[config.mk]
export PLATFORM = sky130hd
export DESIGN_NAME = febu_vec_cell
export DESIGN_NICKNAME = d
export VERILOG_FILES = /design/src/design/febu_pkg.sv /design/src/design/febu_vec_cell.sv
export SDC_FILE = /design/constraint.sdc
export NUM_CORES = 1
export LEC_CHECK = 0
export ABC_AREA = 0
export BUFFER_PORTS_ARGS = -buffer_cell sky130_fd_sc_hd__buf_2
export CAP_MARGIN = 20
export CORE_AREA = 4 4 256 258
export CTS_CLUSTER_SIZE = 16
export DETAILED_ROUTE_END_ITERATION = 6
export DIE_AREA = 0 0 260 262
export PLACE_DENSITY = 0.45
export SLEW_MARGIN = 20
export SYNTH_ARGS = -nofsm -noshare
export SYNTH_HDL_FRONTEND = slang
export SYNTH_SLANG_ARGS = --single-unit
export TNS_END_PERCENT = 20
[constraint.sdc]
create_clock -name clk -period 7.8 [get_ports clk]
set_input_delay 0 -clock clk [delete_from_list [all_inputs] [get_ports clk]]
set_output_delay 0 -clock clk [all_outputs]
set_load 0.02 [all_outputs]
[src/design/febu_pkg.sv]
// Shared constants, types and the CORDIC angle table of the flat earth bearing unit.
// Depends on nothing.
package febu_pkg;

  localparam int CORDIC_STAGES_DEFAULT = 32;
  localparam int MAX_STAGES = 48;

  localparam int LAT_W = 31;
  localparam int LON_W = 32;
  localparam int COURSE_W = 32;

  localparam int RX_W = 44;   // rotation x/y, Q40
  localparam int ANG_W = 50;  // engine angle, 2^-16 of 1e-7 degree
  localparam int VX_W = 64;   // vectoring x/y
  localparam int COS_W = 30;  // signed Q28 cosine
  localparam int DLON_W = LON_W + 1;
  localparam int DLAT_W = LAT_W + 1;

  localparam logic signed [ANG_W-1:0] FULL_TURN = 50'sd235929600000000;
  localparam logic signed [ANG_W-1:0] QUARTER_TURN = 50'sd58982400000000;
  localparam logic signed [ANG_W-1:0] EIGHTH_TURN = 50'sd29491200000000;
  localparam logic signed [LAT_W+1:0] HALF_TURN_DEG7 = 33'sd1800000000;
  localparam logic signed [LAT_W+1:0] QUARTER_TURN_DEG7 = 33'sd900000000;
  localparam logic [63:0] RAD_TO_UNIT = 64'd37549362061694;
  localparam logic signed [RX_W-1:0] CORDIC_START_X = 44'sh09B74EDA800;
  localparam logic [ANG_W-15:0] COURSE_LIMIT = 36'd3600000000;

  typedef struct packed {
    logic signed [DLON_W-1:0] dlon;
    logic signed [DLAT_W-1:0] dlat;
    logic                     neg;
  } rot_side_t;

  function automatic logic signed [ANG_W-1:0] angle_entry(input int i);
    logic [63:0] scaled;
    logic [63:0] sum;
    logic [63:0] t;
    int sh;
    scaled = RAD_TO_UNIT << 16;
    sum = '0;
    if (i == 0) begin
      return EIGHTH_TURN;
    end
    for (int k = 0; k < 62; k++) begin
      sh = i * (2 * k + 1);
      if (sh < 62) begin
        t = (scaled >> sh) / 64'(2 * k + 1);
        if (k % 2 == 1) sum = sum - t;
        else sum = sum + t;
      end
    end
    sum = (sum + 64'd32768) >> 16;
    return sum[ANG_W-1:0];
  endfunction

endpackage

[src/design/febu_vec_cell.sv]
// One vectoring CORDIC cell of the arctangent chain, with the undefined flag.
// Depends on febu_pkg.
module febu_vec_cell import febu_pkg::*; #(
  parameter int STAGE = 0
) (
  input  logic                    clk,
  input  logic                    rst,
  input  logic                    en,
  input  logic                    valid_in,
  input  logic signed [VX_W-1:0]  x_in,
  input  logic signed [VX_W-1:0]  y_in,
  input  logic signed [ANG_W-1:0] z_in,
  input  logic                    undef_in,
  output logic                    valid_out,
  output logic signed [VX_W-1:0]  x_out,
  output logic signed [VX_W-1:0]  y_out,
  output logic signed [ANG_W-1:0] z_out,
  output logic                    undef_out
);
  localparam logic signed [ANG_W-1:0] ANGLE = angle_entry(STAGE);

  logic signed [VX_W-1:0] xs, ys;
  assign xs = x_in >>> STAGE;
  assign ys = y_in >>> STAGE;

  always_ff @(posedge clk) begin
    if (rst) valid_out <= 1'b0;
    else if (en) valid_out <= valid_in;
  end

  always_ff @(posedge clk) begin
    if (en) begin
      undef_out <= undef_in;
      if (!y_in[VX_W-1]) begin
        x_out <= x_in + ys;
        y_out <= y_in - xs;
        z_out <= z_in + ANGLE;
      end else begin
        x_out <= x_in - ys;
        y_out <= y_in + xs;
        z_out <= z_in - ANGLE;
      end
    end
  end
endmodule

**Word level (Yosys, flattened, before mapping)**

Cells that the tools add are included.

- Bits of input ports: 183
- Output and inout bits: 180
- Bits in registers: 180
- Word-level logic and storage cells: 13

- Multiplexer cells: 3
- $add $sub $neg: 5

Operator list:

| kind | number |
|---|---|
| 64-bit 2-to-1 mux | 2 |
| 64-bit subtractor | 2 |
| 64-bit adder | 1 |
| 50-bit by 46-bit adder with 50-bit output, second input constant | 1 |
| 50-bit 2-to-1 mux | 1 |
| 50-bit by 46-bit subtractor with 50-bit output, second input constant | 1 |

**Longest topological paths before layout**

- Word-level depth: 2
- Depth in mapped cells: 14
- Mapped depth without buffers: 13

**Worst setup path after synthesis**

Ideal clock, no wire load.

- Kind: in2reg
- Start point: input y_in[63]
- End point: register z_out[43] (data pin)
- Data required time: 7.534 ns
- Library setup time: 0.266 ns
- Arrival: 3.130 ns
- Buffers on the path: 2
- Path slack: 4.404 ns
- Stages: 14
- Cell sequence: inv_1 -> clkbuf_1 -> buf_1 -> fa_1 -> nor2b_1 -> o21ai_0 -> nand2b_1 -> a31oi_1 -> a211oi_1 -> a41o_1 -> o41ai_1 -> o21ai_0 -> o41ai_1 -> xnor2_1

- Word-level cells in the longest chain between the ends: 1

Ends and longest elaborated chain:

| item | RTL line | text |
|---|---|---|
| from (decl) | febu_vec_cell.sv:11 | `input logic signed [VX_W-1:0] y_in,` |
| 50-bit 2-to-1 mux | febu_vec_cell.sv:34 | `if (!y_in[VX_W-1]) begin` |
| to (signal assigned) | febu_vec_cell.sv:37 | `z_out <= z_in + ANGLE;` |
| to (signal assigned) | febu_vec_cell.sv:41 | `z_out <= z_in - ANGLE;` |
| to (decl) | febu_vec_cell.sv:17 | `output logic signed [ANG_W-1:0] z_out,` |

No other way between the ends.
A chain may end at the register's enable or synchronous reset.

**Worst setup path in the final report**

- Start point: input y_in[0]
- End point: register y_out[60] (data pin)

- Word-level cells in the longest chain between the ends: 2
- Elaborated cells on any way between the ends: 3
- Those cells by class: add/sub (2); mux (1)

Ends and longest elaborated chain:

| item | RTL line | text |
|---|---|---|
| 64-bit subtractor or 64-bit adder (tied branches) | febu_vec_cell.sv:36, febu_vec_cell.sv:40 |  |
| 64-bit 2-to-1 mux (*) | febu_vec_cell.sv:34 |  |
| to (signal assigned) | febu_vec_cell.sv:36 | `y_out <= y_in - xs;` |
| to (signal assigned) | febu_vec_cell.sv:40 | `y_out <= y_in + xs;` |
| to (decl) | febu_vec_cell.sv:16 | `output logic signed [VX_W-1:0] y_out,` |

Every way passes the cells marked *; elsewhere a longest branch is shown, timed or not.

==> results.sh <==
export IMPL_placementRows=92
export IMPL_cts_buffer_depth=2
export IMPL_hold_viol_final=0
export IMPL_avgSynthCellArea_um2=8.37
export IMPL_drive_above_1_share_pct=17.3
export IMPL_synth_area_um2=18900
export IMPL_failed_checks="design-rule violations"
export IMPL_hold_path_class="input pin to register"
export IMPL_end_kind="register"
export IMPL_synth_edff_count=178
export IMPL_drt_wirelength_per_cell_um=22.0
export IMPL_ys_seq_elements=179
export IMPL_dieHeight_um=262
export IMPL_grt_max_degree=93
export IMPL_overflow=0
export IMPL_setup_viol=0
export IMPL_dpl_hpwl_um=60600
export IMPL_drc=1
export IMPL_clock_latency_ps=500
export IMPL_synth_top_area_cell="edfxtp_1"
export IMPL_timing_final_ws_setup_ps=3100
export IMPL_synth_common_cells="a21oi_1 (300), ha_1 (229), inv_1 (200)"
export IMPL_globalplace_congestion=0.928
export IMPL_crit_type="input pin to register"
export IMPL_async_reset_ff_share_pct=0
export IMPL_via_count=18600
export IMPL_crit_fanout=5
export IMPL_slew_headroom_pct=31.4
export IMPL_dr_wl_met3_um=5150
export IMPL_via_per_inst=5.37
export IMPL_synth_nets=2670
export IMPL_rsz0062_at_grt="no"
export IMPL_final_area_um2=22500
export IMPL_synth_flop_cell="edfxtp_1"
export IMPL_io_pins=363
export IMPL_run_status="complete, but fails checks"
export IMPL_antenna_found_initial=4
export IMPL_synth_cell_types=85
export IMPL_wl_met1_um=33600
export IMPL_layout_min_cycle_time_ps=4700
export IMPL_dr_pass1_iters=7
export IMPL_worst_pin_slew_ps=1030
export IMPL_postCtsSetupRepairBufs=0
export IMPL_total_power_mw=3.97
export IMPL_start_kind="input pin"
export IMPL_place_ws_ps=2890
export IMPL_synth_area_leaders="edfxtp_1 (28%), ha_1 (15%), a21oi_1 (8.0%)"
export IMPL_worstPathRequired_ps=8030
export IMPL_fin_util_pct=35.8
export IMPL_core_area_um2=63000
export IMPL_grt_pass1_wl_um=112000
export IMPL_ys_warn_count=0
export IMPL_cts_sinks=179
export IMPL_grt_total_usage_pct=21.4
export IMPL_final_nets=3008
export IMPL_cts_tree="done"
export IMPL_grt_pass1_vias=18500
export IMPL_final_setup_tns_ps=0
export IMPL_drtIter0Drc=1577
export IMPL_wl_um=76000
export IMPL_postCtsResizedCells=0
export IMPL_area_growth_pct=19.4
export IMPL_wl_met2_um=35600
export IMPL_syn_inst=2255
export IMPL_synth_most_common_cell="a21oi_1"
export IMPL_top_layer_used="met4"
export IMPL_place_area_um2=21400
export IMPL_yosysSeqAreaShare_pct=28.4
export IMPL_vdd_drop_max_v=0.000185
export IMPL_fin_skew_ps=0
export IMPL_cp_data_arrival_time_ps=4930
export IMPL_fin_crit_sh_pct=60.3
export IMPL_n_fill_cell=6645
export IMPL_finalMaxSlewViolations=0
export IMPL_dieArea_um2=68100
export IMPL_initial_core_util_pct=30.0
export IMPL_synth_top_area_share_pct=28.3
export IMPL_numCtsBuffers=17
export IMPL_p_leak_nw=9.70
export IMPL_clk_pin_slew_worst_paths_ps=80
export IMPL_fmax_mhz=213
export IMPL_power_density_nw_per_um2=176
export IMPL_htreeDepth=4
export IMPL_cts_root_buf="clkbuf_16"
export IMPL_drv_cap=0
export IMPL_ant_nets=0
export IMPL_io_buffers=362
export IMPL_die_w_um=260
-- placed cells by master, fill, tap and decap left out, types with 7 or more instances in the layout --
master,n
nor3_1,62
mux2i_1,39
dlygate4sd3_1,49
a21oi_1,300
a211oi_1,23
xor2_1,15
a21boi_0,10
edfxtp_1,178
a221o_1,8
nor2b_1,23
or3_1,14
clkbuf_16,17
nand4_1,45
nor4_1,24
clkinv_1,7
buf_4,9
or4_1,7
o21ai_0,135
a31oi_1,16
a21o_1,52
o31a_1,9
nand2_1,117
inv_1,199
and3_1,11
o211ai_1,24
o21bai_1,63
or2_2,16
buf_2,360
o31ai_1,20
nand2b_1,17
xnor2_1,132
o41ai_1,7
o21a_1,22
nand3_1,43
ha_1,229
nor2_1,176
-- area by class of cell --
type,count,area (um^2),share of cell area [%]
Multi-Input combinational cell,1768,12300,54.7
Clock buffer,17,425,1.89
Antenna cell,5,12.5,0.0555
Tap cell,846,1060,4.70
Sequential cell,179,5370,23.8
Clock inverter,15,183,0.810
Inverter,208,782,3.47
Timing Repair Buffer,419,2370,10.5
-- final timing paths --
path                                 from         to  slack (ps)  depth (start not counted)
worst min register to register  valid_out  valid_out        1080                          3
worst max-delay path              y_in[0]  y_out[60]        3100                         13
worst min-delay path                   en  y_out[38]          40                          1
worst max register to register  valid_out  valid_out        6620                          3
-- cells by family after synthesis --
| group | after synthesis | synth area share (%) |
|---|---|---|
| mux | 43 | 2.31 |
| buf+inv | 308 | 6.23 |
| xor+xnor | 147 | 6.82 |
| fa+ha+maj | 232 | 15.5 |
| simple gates | 570 | 14.5 |
| flops | 179 | 28.4 |
| compound gates | 776 | 26.3 |
-- critical path: stages --
cell	delay (ps)
dlygate4sd3_1	530
buf_2	140
ha_1	190
fa_1	250
nor2b_1	220
o211ai_1	120
a311oi_1	740
a211o_1	310
o2111ai_1	470
a211oi_1	950
o21ai_0	330
a2111oi_0	550
nor4_1	130
-- power breakdown --
| part | switching [mW] | leakage, nW | internal (mW) |
|---|---|---|---|
| sequential | 0.0472 | 1.75 | 1.27 |
| clock | 0.500 | 0.294 | 0.437 |
| combinational | 1.14 | 7.66 | 0.580 |
-- layer usage --
layer | vias to the layer above | track usage (%)
li1 | 8871 | -
met1 | 8936 | 28.6
met2 | 671 | 35.8
met3 | 87 | 3.78
met4 | 0 | 5.98
met5 | - | 0
-- through the flow --
stage / hold slack, ps / std cells
global placement: 162 / 3371
floorplan: 72.4 / 2255
global route: 35.2 / 3452
detailed placement: 163 / 3371
finish: 36.2 / 3457
CTS: 1.64 / 3452
-- state kept, by name, summed over array words and instances, names as in the netlist --
register   cells
x_out         64
y_out         63
z_out         50
undef_out      1
valid_out      1
-- what timing repair did --
item                                    4_1_cts  5_1_grt
hold endpoints to repair                     48        0
endpoints found under the setup margin        0        0
hold buffers                                 49        0
(Power assumes the default switching activity.)
