**src/design/febu_pkg.sv**
```systemverilog
// Shared constants, types and the CORDIC angle table of the flat earth bearing unit.
// Depends on nothing.
package febu_pkg;

  localparam int CORDIC_STAGES_DEFAULT = 32;
  localparam int MAX_STAGES = 48;

  localparam int LAT_W = 31;
  localparam int LON_W = 32;
  localparam int COURSE_W = 32;

  localparam int RX_W = 44;   // rotation x/y, Q40
  localparam int ANG_W = 50;  // engine angle, 2^-16 of 1e-7 degree
  localparam int VX_W = 64;   // vectoring x/y
  localparam int COS_W = 30;  // signed Q28 cosine
  localparam int DLON_W = LON_W + 1;
  localparam int DLAT_W = LAT_W + 1;

  localparam logic signed [ANG_W-1:0] FULL_TURN = 50'sd235929600000000;
  localparam logic signed [ANG_W-1:0] QUARTER_TURN = 50'sd58982400000000;
  localparam logic signed [ANG_W-1:0] EIGHTH_TURN = 50'sd29491200000000;
  localparam logic signed [LAT_W+1:0] HALF_TURN_DEG7 = 33'sd1800000000;
  localparam logic signed [LAT_W+1:0] QUARTER_TURN_DEG7 = 33'sd900000000;
  localparam logic [63:0] RAD_TO_UNIT = 64'd37549362061694;
  localparam logic signed [RX_W-1:0] CORDIC_START_X = 44'sh09B74EDA800;
  localparam logic [ANG_W-15:0] COURSE_LIMIT = 36'd3600000000;

  typedef struct packed {
    logic signed [DLON_W-1:0] dlon;
    logic signed [DLAT_W-1:0] dlat;
    logic                     neg;
  } rot_side_t;

  function automatic logic signed [ANG_W-1:0] angle_entry(input int i);
    logic [63:0] scaled;
    logic [63:0] sum;
    logic [63:0] t;
    int sh;
    scaled = RAD_TO_UNIT << 16;
    sum = '0;
    if (i == 0) begin
      return EIGHTH_TURN;
    end
    for (int k = 0; k < 62; k++) begin
      sh = i * (2 * k + 1);
      if (sh < 62) begin
        t = (scaled >> sh) / 64'(2 * k + 1);
        if (k % 2 == 1) sum = sum - t;
        else sum = sum + t;
      end
    end
    sum = (sum + 64'd32768) >> 16;
    return sum[ANG_W-1:0];
  endfunction

endpackage

```
**src/design/febu_rot_cell.sv**
```systemverilog
// One rotation CORDIC cell of the cosine chain, with its side payload.
// Depends on febu_pkg.
module febu_rot_cell import febu_pkg::*; #(
  parameter int STAGE = 0
) (
  input  logic                    clk,
  input  logic                    rst,
  input  logic                    en,
  input  logic                    valid_in,
  input  logic signed [RX_W-1:0]  x_in,
  input  logic signed [RX_W-1:0]  y_in,
  input  logic signed [ANG_W-1:0] z_in,
  input  rot_side_t               side_in,
  output logic                    valid_out,
  output logic signed [RX_W-1:0]  x_out,
  output logic signed [RX_W-1:0]  y_out,
  output logic signed [ANG_W-1:0] z_out,
  output rot_side_t               side_out
);
  localparam logic signed [ANG_W-1:0] ANGLE = angle_entry(STAGE);

  logic signed [RX_W-1:0] xs, ys;
  assign xs = x_in >>> STAGE;
  assign ys = y_in >>> STAGE;

  always_ff @(posedge clk) begin
    if (rst) valid_out <= 1'b0;
    else if (en) valid_out <= valid_in;
  end

  always_ff @(posedge clk) begin
    if (en) begin
      side_out <= side_in;
      if (!z_in[ANG_W-1]) begin
        x_out <= x_in - ys;
        y_out <= y_in + xs;
        z_out <= z_in - ANGLE;
      end else begin
        x_out <= x_in + ys;
        y_out <= y_in - xs;
        z_out <= z_in + ANGLE;
      end
    end
  end
endmodule

```
**config.mk**
```make
export PLATFORM = sky130hd
export DESIGN_NAME = febu_rot_cell
export DESIGN_NICKNAME = d
export VERILOG_FILES = /design/src/design/febu_pkg.sv /design/src/design/febu_rot_cell.sv
export SDC_FILE = /design/constraint.sdc
export NUM_CORES = 1
export LEC_CHECK = 0
export BUFFER_PORTS_ARGS = -buffer_cell sky130_fd_sc_hd__buf_2
export CORE_ASPECT_RATIO = 1.75
export CORE_MARGIN = 3
export CORE_UTILIZATION = 35
export DETAILED_ROUTE_END_ITERATION = 7
export PLACE_DENSITY = 0.65
export REMOVE_ABC_BUFFERS = 1
export SKIP_CTS_REPAIR_TIMING = 1
export SLEW_MARGIN = 5
export SYNTH_ARGS = -nofsm -noshare
export SYNTH_HDL_FRONTEND = slang
export SYNTH_SLANG_ARGS = --single-unit
export TNS_END_PERCENT = 50
```
**constraint.sdc**
```tcl
create_clock -name clk -period 3.9 [get_ports clk]
set_input_delay 0.195 -clock clk [delete_from_list [all_inputs] [get_ports clk]]
set_output_delay 0.195 -clock clk [all_outputs]
set_load 0.01 [all_outputs]
```
* Word-level counts from Yosys, hierarchy flattened
Cells that the tools add are included.
** Operators by class
- Add/sub/neg operators :: 5
- Mux-type cells :: 3
** Operators with widths (count)
- 44-bit 2-to-1 mux :: 2
- 44-bit subtractor :: 2
- 50-bit by 46-bit adder with 50-bit output, second input constant :: 1
- 50-bit 2-to-1 mux :: 1
- 50-bit by 46-bit subtractor with 50-bit output, second input constant :: 1
- 44-bit adder :: 1
** Word-level totals
- Output and inout bits :: 205
- Bits in registers :: 205
- Logic and storage cells :: 15
- Bits of input ports :: 208

* Longest topological paths before layout
Gate-level depths: netlist of the first run.
- Depth in word-level cells :: 2
- Depth in mapped cells :: 14
- Depth with buffers taken out :: 13

* Worst setup path after synthesis of the first run
OpenSTA, ideal clock, no wires.
- Kind :: input port to flip-flop
- From :: input port z_in[49]
- To :: register z_out[45] (data pin)
- Data required time :: 3.637 ns
- Buffers on the path :: 2
- Path slack :: 0.266 ns
- Setup time :: 0.263 ns
- Arrival time :: 3.370 ns
- Stages :: 14
- Cell sequence :: inv_1 > clkbuf_1 > clkbuf_1 > ha_1 > a21o_1 > a21oi_1 > nor3b_1 > o31ai_1 > a21oi_1 > o21a_1 > a2111oi_2 > o21bai_1 > a21oi_1 > xnor2_1
** Between the ends
- Longest elaborated chain between the ends :: 1
** Ends and longest elaborated chain
- from (decl) :: RTL line febu_rot_cell.sv:12 : input logic signed [ANG_W-1:0] z_in,
- 50-bit 2-to-1 mux :: RTL line febu_rot_cell.sv:34 : if (!z_in[ANG_W-1]) begin
- to (signal assigned) :: RTL line febu_rot_cell.sv:37 : z_out <= z_in - ANGLE;
- to (signal assigned) :: RTL line febu_rot_cell.sv:41 : z_out <= z_in + ANGLE;
- to (decl) :: RTL line febu_rot_cell.sv:17 : output logic signed [ANG_W-1:0] z_out,
No other way between the ends.
A chain may end at the register's enable or synchronous reset.

* Worst setup path in the final report of the first run
- From :: input port x_in[7]
- To :: register y_out[42] (data pin)
** Between the ends
- Longest elaborated chain between the ends :: 2
- Elaborated cells between the ends (all ways) :: 3
- Classes of those cells :: add/sub: 2; mux: 1
** Ends and longest elaborated chain
- from (decl) :: RTL line febu_rot_cell.sv:10 : input logic signed [RX_W-1:0] x_in,
- 44-bit adder or 44-bit subtractor (tied branches) :: RTL line febu_rot_cell.sv:36, febu_rot_cell.sv:40
- 44-bit 2-to-1 mux (*) :: RTL line febu_rot_cell.sv:34
- to (signal assigned) :: RTL line febu_rot_cell.sv:36 : y_out <= y_in + xs;
- to (signal assigned) :: RTL line febu_rot_cell.sv:40 : y_out <= y_in - xs;
- to (decl) :: RTL line febu_rot_cell.sv:16 : output logic signed [RX_W-1:0] y_out,
Mark *: on every way between the ends. The rest lies on a longest branch, timed or not.

==> results of run 1 <==
Yosys cell counts (all sizes together) (5+ instances only):
| cell | n |
|---|---|
| nand2 | 78 |
| a211oi | 13 |
| nor3 | 29 |
| inv | 147 |
| a2111o | 5 |
| mux2i | 11 |
| o31ai | 17 |
| a21o | 46 |
| or3 | 5 |
| a31oi | 19 |
| nor3b | 5 |
| nor2b | 18 |
| nor4 | 15 |
| o21a | 13 |
| o211ai | 10 |
| o21ai | 108 |
| nand2b | 11 |
| buf | 29 |
| ha | 154 |
| xnor2 | 89 |
| and2 | 7 |
| o221ai | 6 |
| nand3b | 5 |
| a21oi | 215 |
| a21boi | 9 |
| a221oi | 8 |
| and3 | 12 |
| nor2 | 129 |
| nand3 | 20 |
| o21bai | 31 |
| edfxtp | 203 |
| clkbuf | 43 |
| a2111oi | 7 |
| nand4 | 17 |
| xor2 | 16 |
| a211o | 6 |
power by group:
part	total, W	internal [W]	leakage, nW	switching (W)
sequential	0.00287	0.00278	2.00	0.0000893
clock	0.00218	0.00121	0.367	0.000969
combinational	0.00244	0.000954	6.45	0.00148
total	0.00749	0.00495	8.81	0.00254
per-stage QoR:
stage          power, W  hold WS, ps  instance area [um2]  std cells  util [%]
2_1_floorplan   0.00420          267                14900       1535         -
3_3_place_gp    0.00525          353                18100       2561      42.3
3_5_place_dp    0.00526          358                18100       2561      42.3
4_1_cts         0.00750         -224                18900       2601      44.1
5_1_grt         0.00787         24.8                19800       2699      46.3
6_report        0.00749         35.5                19800       2702      46.3
flip-flops by register name, indices dropped and copies added (netlist names):
name	cells
side_out	66
valid_out	1
x_out	44
y_out	43
z_out	50
layout make-up:
type | count | area [um2] | area share, %
Multi-Input combinational cell | 1181 | 8220 | 41.5
Sequential cell | 204 | 6120 | 30.9
Timing Repair Buffer | 557 | 3420 | 17.3
Tap cell | 561 | 702 | 3.54
Inverter | 150 | 563 | 2.84
Clock buffer | 22 | 551 | 2.78
Clock inverter | 18 | 211 | 1.07
Antenna cell | 9 | 22.5 | 0.114
critical path: cells and delay by family:
family	cells	cell delay [ps]
AO/OA/AOI/OAI	6	1790
AND/OR/NAND/NOR	3	850
adder cells (fa/ha/maj)	1	520
buffers and inverters	2	150
XOR/XNOR	1	130
placed cells by master, fill, tap and decap left out, types with 13 or more instances in the layout:
cell	n
xor2_1	16
o21ai_0	93
buf_4	52
ha_1	154
nand4_1	17
a21oi_1	213
o21ai_1	15
nor3_1	29
inv_1	142
xnor2_1	89
buf_2	410
nor2b_1	18
a211oi_1	13
nor2_1	129
a21o_1	46
nand3_1	20
a31oi_1	19
o21bai_1	31
dlygate4sd3_1	92
edfxtp_1	203
nor4_1	14
o21a_1	13
clkbuf_16	22
o31ai_1	16
nand2_1	78
layer usage:
| layer | track usage (%) | wire (um) |
|---|---|---|
| met5 | 0 | 20 |
| met3 | 3.51 | 3280 |
| met4 | 18.4 | 4950 |
| met2 | 44.8 | 31100 |
| met1 | 21.9 | 18900 |
cells by family after synthesis:
family / share of synthesized area (%)
AOI/OAI and AO/OA: 22.7
xor gates and xnor gates: 6.05
adders and majority gates: 13.2
buffers and inverters: 5.72
DFF: 40.2
muxes: 0.724
and+or+nand+nor: 11.4
path summary, 6_finish.rpt:
check,from,depth (start not counted),to,slack [ps]
min reg2reg,valid_out,3,valid_out,1060
max,x_in[7],13,y_out[42],530
min,z_in[24],2,z_out[24],40
max reg2reg,valid_out,3,valid_out,2740
==> out/results.tsv, run 1 <==
metric	value	unit
layout cells sized above 1	24.7	%
clock buffer count from CTS	22	
Synth Cell Area	15200	um2
WL final	58.3	mm
Ports	413	
max-cap violations	0	
CP max stage delay	520	ps
clk buf depth	3	
PortBufs	412	
register area share after synthesis	40.2	%
power density cells	378	nW/um2
worst-path maximum fanout	13	
antenna viol nets, final	0	
CP Data Required Time	4180	ps
die width	164	um
Die Y	282	um
cell mode on critical path	a21oi_1	
Worst Skew	0	ps
DRC viols	0	
initial antenna violation count	11	
unrepaired setup endpoints after global routing	no	
maximum clock rate	297	MHz
Initial Util	35.5	%
post-DP HPWL	46.3	mm
final hold violation count	0	
Avg WL per Cell	21.6	um
Crit-path slowest cell	ha_1	
grt total ovfl	0	
CTS H-tree lvls	1	
Syn Area/Cell	9.46	um2
Post-Route Setup TNS	0	ps
status	completed	
leading area contributor after synthesis	edfxtp_1	
worst path arrival time	3650	ps
fin crit share	86.4	%
first-pass GRT wire length	82.3	mm
Synth Instances	1607	
Area Growth Syn to Fin	30.2	%
Rel. slew slack	40.4	%
CTS tree	yes	
Main synth FF type	edfxtp_1	
CP Cell Sequence	buf_2 -> inv_1 -> ha_1 -> and4_1 -> and3_1 -> o21ai_1 -> a21oi_1 -> nor3_1 -> o31ai_2 -> a21oi_1 -> o31a_1 -> a211o_1 -> xnor2_1	
Synth area leaders	edfxtp_1 (40%), ha_1 (13%), a21oi_1 (7.0%), xnor2_1 (5.1%), inv_1 (3.5%)	
Final Setup Violations	0	
share of synthesized registers carrying an async set or reset	0	%
# clock sinks	204	
YS warnings	0	
Setup Crit Path Kind	in -> reg	
pin count of the biggest net entering global routing	92	
Final nets	2482	
GR Util All Layers	23.5	%
DR vias/cell	5.34	
first drt pass iteration count	5	
Leakage	8.81	nW
Worst-path clk slew	70	ps
Worst Setup End Kind	register	
post-synthesis register bit count	204	
dpl ws	49.4	ps
Final WS setup	529	ps
DR iter-0 viols	934	
worst slew pin tran	894	ps
Hold Path Class	in -> reg	
worst skew pair latency	530	ps
vias in the first global route	14400	
DIE AREA	46100	um2
Min Clock Period, post-route	3370	ps
core area	42800	um2
top-area cell type share of the netlist area	40.1	%
Peak supply drop	0.000286	V
RD Place Congestion	0.941	
Clock Tree Root	clkbuf_16	
distinct cell type count after synthesis	75	
EDFF count, synth	203	
std cell rows	100	
final slew viol count	0	
Worst Setup Start Kind	input pin	
filler cell count	4123	
via count	14400	
Power figures use the tool's default switching activity.
==> inputs of run 2 (changes only) <==
--- a/config.mk
+++ b/config.mk
@@ -6,11 +6,11 @@
 export NUM_CORES = 1
 export LEC_CHECK = 0
 export BUFFER_PORTS_ARGS = -buffer_cell sky130_fd_sc_hd__buf_2
-export CORE_ASPECT_RATIO = 1.75
+export CORE_ASPECT_RATIO = 1.1
 export CORE_MARGIN = 3
-export CORE_UTILIZATION = 35
+export CORE_UTILIZATION = 50
 export DETAILED_ROUTE_END_ITERATION = 7
-export PLACE_DENSITY = 0.65
+export PLACE_DENSITY = 0.85
 export REMOVE_ABC_BUFFERS = 1
 export SKIP_CTS_REPAIR_TIMING = 1
 export SLEW_MARGIN = 5
==> out/results.tsv, run 2 (synthesis gave the netlist of run 1 again) <==
metric	value	unit	change
die width	172	um	was 164 um
Avg WL per Cell	23.0	um	was 21.6 um
Worst Setup End Kind	register		unchanged
layout cells sized above 1	23.4	%	was 24.7%
Area Growth Syn to Fin	27.1	%	was 30.2%
GR Util All Layers	30.7	%	was 23.5%
Clock Tree Root	clkbuf_16		unchanged
antenna viol nets, final	0		unchanged
Post-Route Setup TNS	0	ps	unchanged
Final WS setup	428	ps	was 529 ps
final hold violation count	0		unchanged
grt total ovfl	0		unchanged
fin crit share	89.0	%	was 86.4%
Ports	413		unchanged
Final nets	2456		was 2482
worst skew pair latency	510	ps	was 530 ps
maximum clock rate	288	MHz	was 297 MHz
first drt pass iteration count	6		was 5
initial antenna violation count	5		was 11
Die Y	189	um	was 282 um
Top Registers	side_out: 66 flops, z_out: 50 flops, x_out: 44 flops		unchanged
clock network power share	28.1	%	was 29.1%
DR vias/cell	5.99		was 5.34
clock buffer count from CTS	23		was 22
first-pass GRT wire length	78.3	mm	was 82.3 mm
Hold WS	115	ps	was 35.5 ps
register share of total power	39.1	%	was 38.3%
Worst-path clk slew	60	ps	was 70 ps
DIE AREA	32500	um2	was 46100 um2
RD Place Congestion	0.984		was 0.941
worst path arrival time	3730	ps	was 3650 ps
filler cell count	2385		was 4123
max-cap violations	0		unchanged
# clock sinks	204		unchanged
sw power	0.00255	W	was 0.00254 W
Min Clock Period, post-route	3470	ps	was 3370 ps
Worst Skew	0	ps	unchanged
commonest non-fill, non-tap cell in the layout	buf_2		unchanged
worst slew pin tran	793	ps	was 894 ps
power density cells	383	nW/um2	was 378 nW/um2
Setup Crit Path Kind	in -> reg		unchanged
DR iter-0 viols	1808		was 934
Sw Share	34.4	%	was 33.9%
final slew viol count	0		unchanged
total chip power	0.00740	W	was 0.00749 W
Leakage	8.64	nW	was 8.81 nW
flip-flop count of the largest register after layout	66		unchanged
Logic pwr share	32.8	%	was 32.5%
Hold Path Class	in -> reg		unchanged
WL final	57.8	mm	was 58.3 mm
CTS H-tree lvls	1		unchanged
worst-path maximum fanout	5		was 13
vias in the first global route	13900		was 14.4k
reg-to-reg setup timing slack	2730	ps	was 2740 ps
commonest cells after routing, fill and taps aside	buf_2 (410), a21oi_1 (213), edfxtp_1 (203)		unchanged
Reg with most FFs	side_out		unchanged
PortBufs	412		unchanged
Final Setup Violations	0		unchanged
std cell rows	66		was 100
DRC viols	0		unchanged
core area	29800	um2	was 42800 um2
unrepaired setup endpoints after global routing	no		unchanged
Worst Hold Launch	z_in[48]		was z_in[24]
Rel. slew slack	47.1	%	was 40.4%
pin count of the biggest net entering global routing	137		was 92
CTS tree	yes		unchanged
Pint	0.00486	W	was 0.00495 W
dpl ws	169	ps	was 49.4 ps
CP Data Required Time	4160	ps	was 4180 ps
clk buf depth	3		unchanged
R2R Path Start	valid_out		unchanged
Peak supply drop	0.000304	V	was 0.000286 V
Initial Util	51.0	%	was 35.5%
status	completed		unchanged
via count	15100		was 14.4k
Setup crit start	z_in[23]		was x_in[7]
post-DP HPWL	41.7	mm	was 46.3 mm
Worst Setup Start Kind	input pin		unchanged
==> run 2: layer usage <==
metal | global-route usage, % | part of all wire [%] | up-vias
met1 | 39.6 | 38 | 7190
met2 | 52.8 | 48 | 919
li1 | - | - | 6779
met3 | 4.84 | 9.0 | 186
met4 | 10.2 | 5.2 | 2
met5 | 0 | 0.029 | -
==> run 2: area by class of cell <==
type                    instances  area [um2]  share of cell area (%)
flip-flops and latches        204        6120                    31.6
well taps                     408         510                    2.64
multi-input cells            1181        8220                    42.5
repair buffers                530        3210                    16.6
inverters                     150         563                    2.91
clock inverters                13         105                   0.544
diodes                          4        10.0                  0.0518
clock buffers                  25         583                    3.02
==> run 2: final timing paths <==
kind | depth (start not counted) | to
worst max-delay path | 13 | z_out[45]
worst max register to register | 3 | valid_out
worst min register to register | 3 | valid_out
worst min-delay path | 3 | z_out[49]
==> run 2: per-stage QoR <==
stage | util, % | instance area [um2] | std cells
floorplan | - | 14900 | 1535
global placement | 59.4 | 17700 | 2381
detailed placement | 59.4 | 17700 | 2381
CTS | 61.7 | 18400 | 2419
global route | 64.8 | 19300 | 2514
finish | 64.8 | 19300 | 2515
==> run 2: power groups by stage <==
stage | Sequential, W | Clock (W) | Combinational [W]
final | 0.00290 | 0.00208 | 0.00243
after detailed placement | 0.00292 | 0 | 0.00226
after floorplan | 0.00305 | 0 | 0.00115
after CTS | 0.00288 | 0.00208 | 0.00227
after global routing | 0.00292 | 0.00219 | 0.00260
after global placement | 0.00291 | 0 | 0.00223
==> run 2: worst max-delay path: stages <==
cell	delay, ps
dlygate4sd3_1	580
buf_2	180
fa_1	480
a21o_1	180
a21oi_1	290
nor3b_1	100
o31ai_1	450
a21oi_1	160
o21a_1	280
a2111oi_2	410
o21bai_1	140
a21oi_1	190
xnor2_1	80
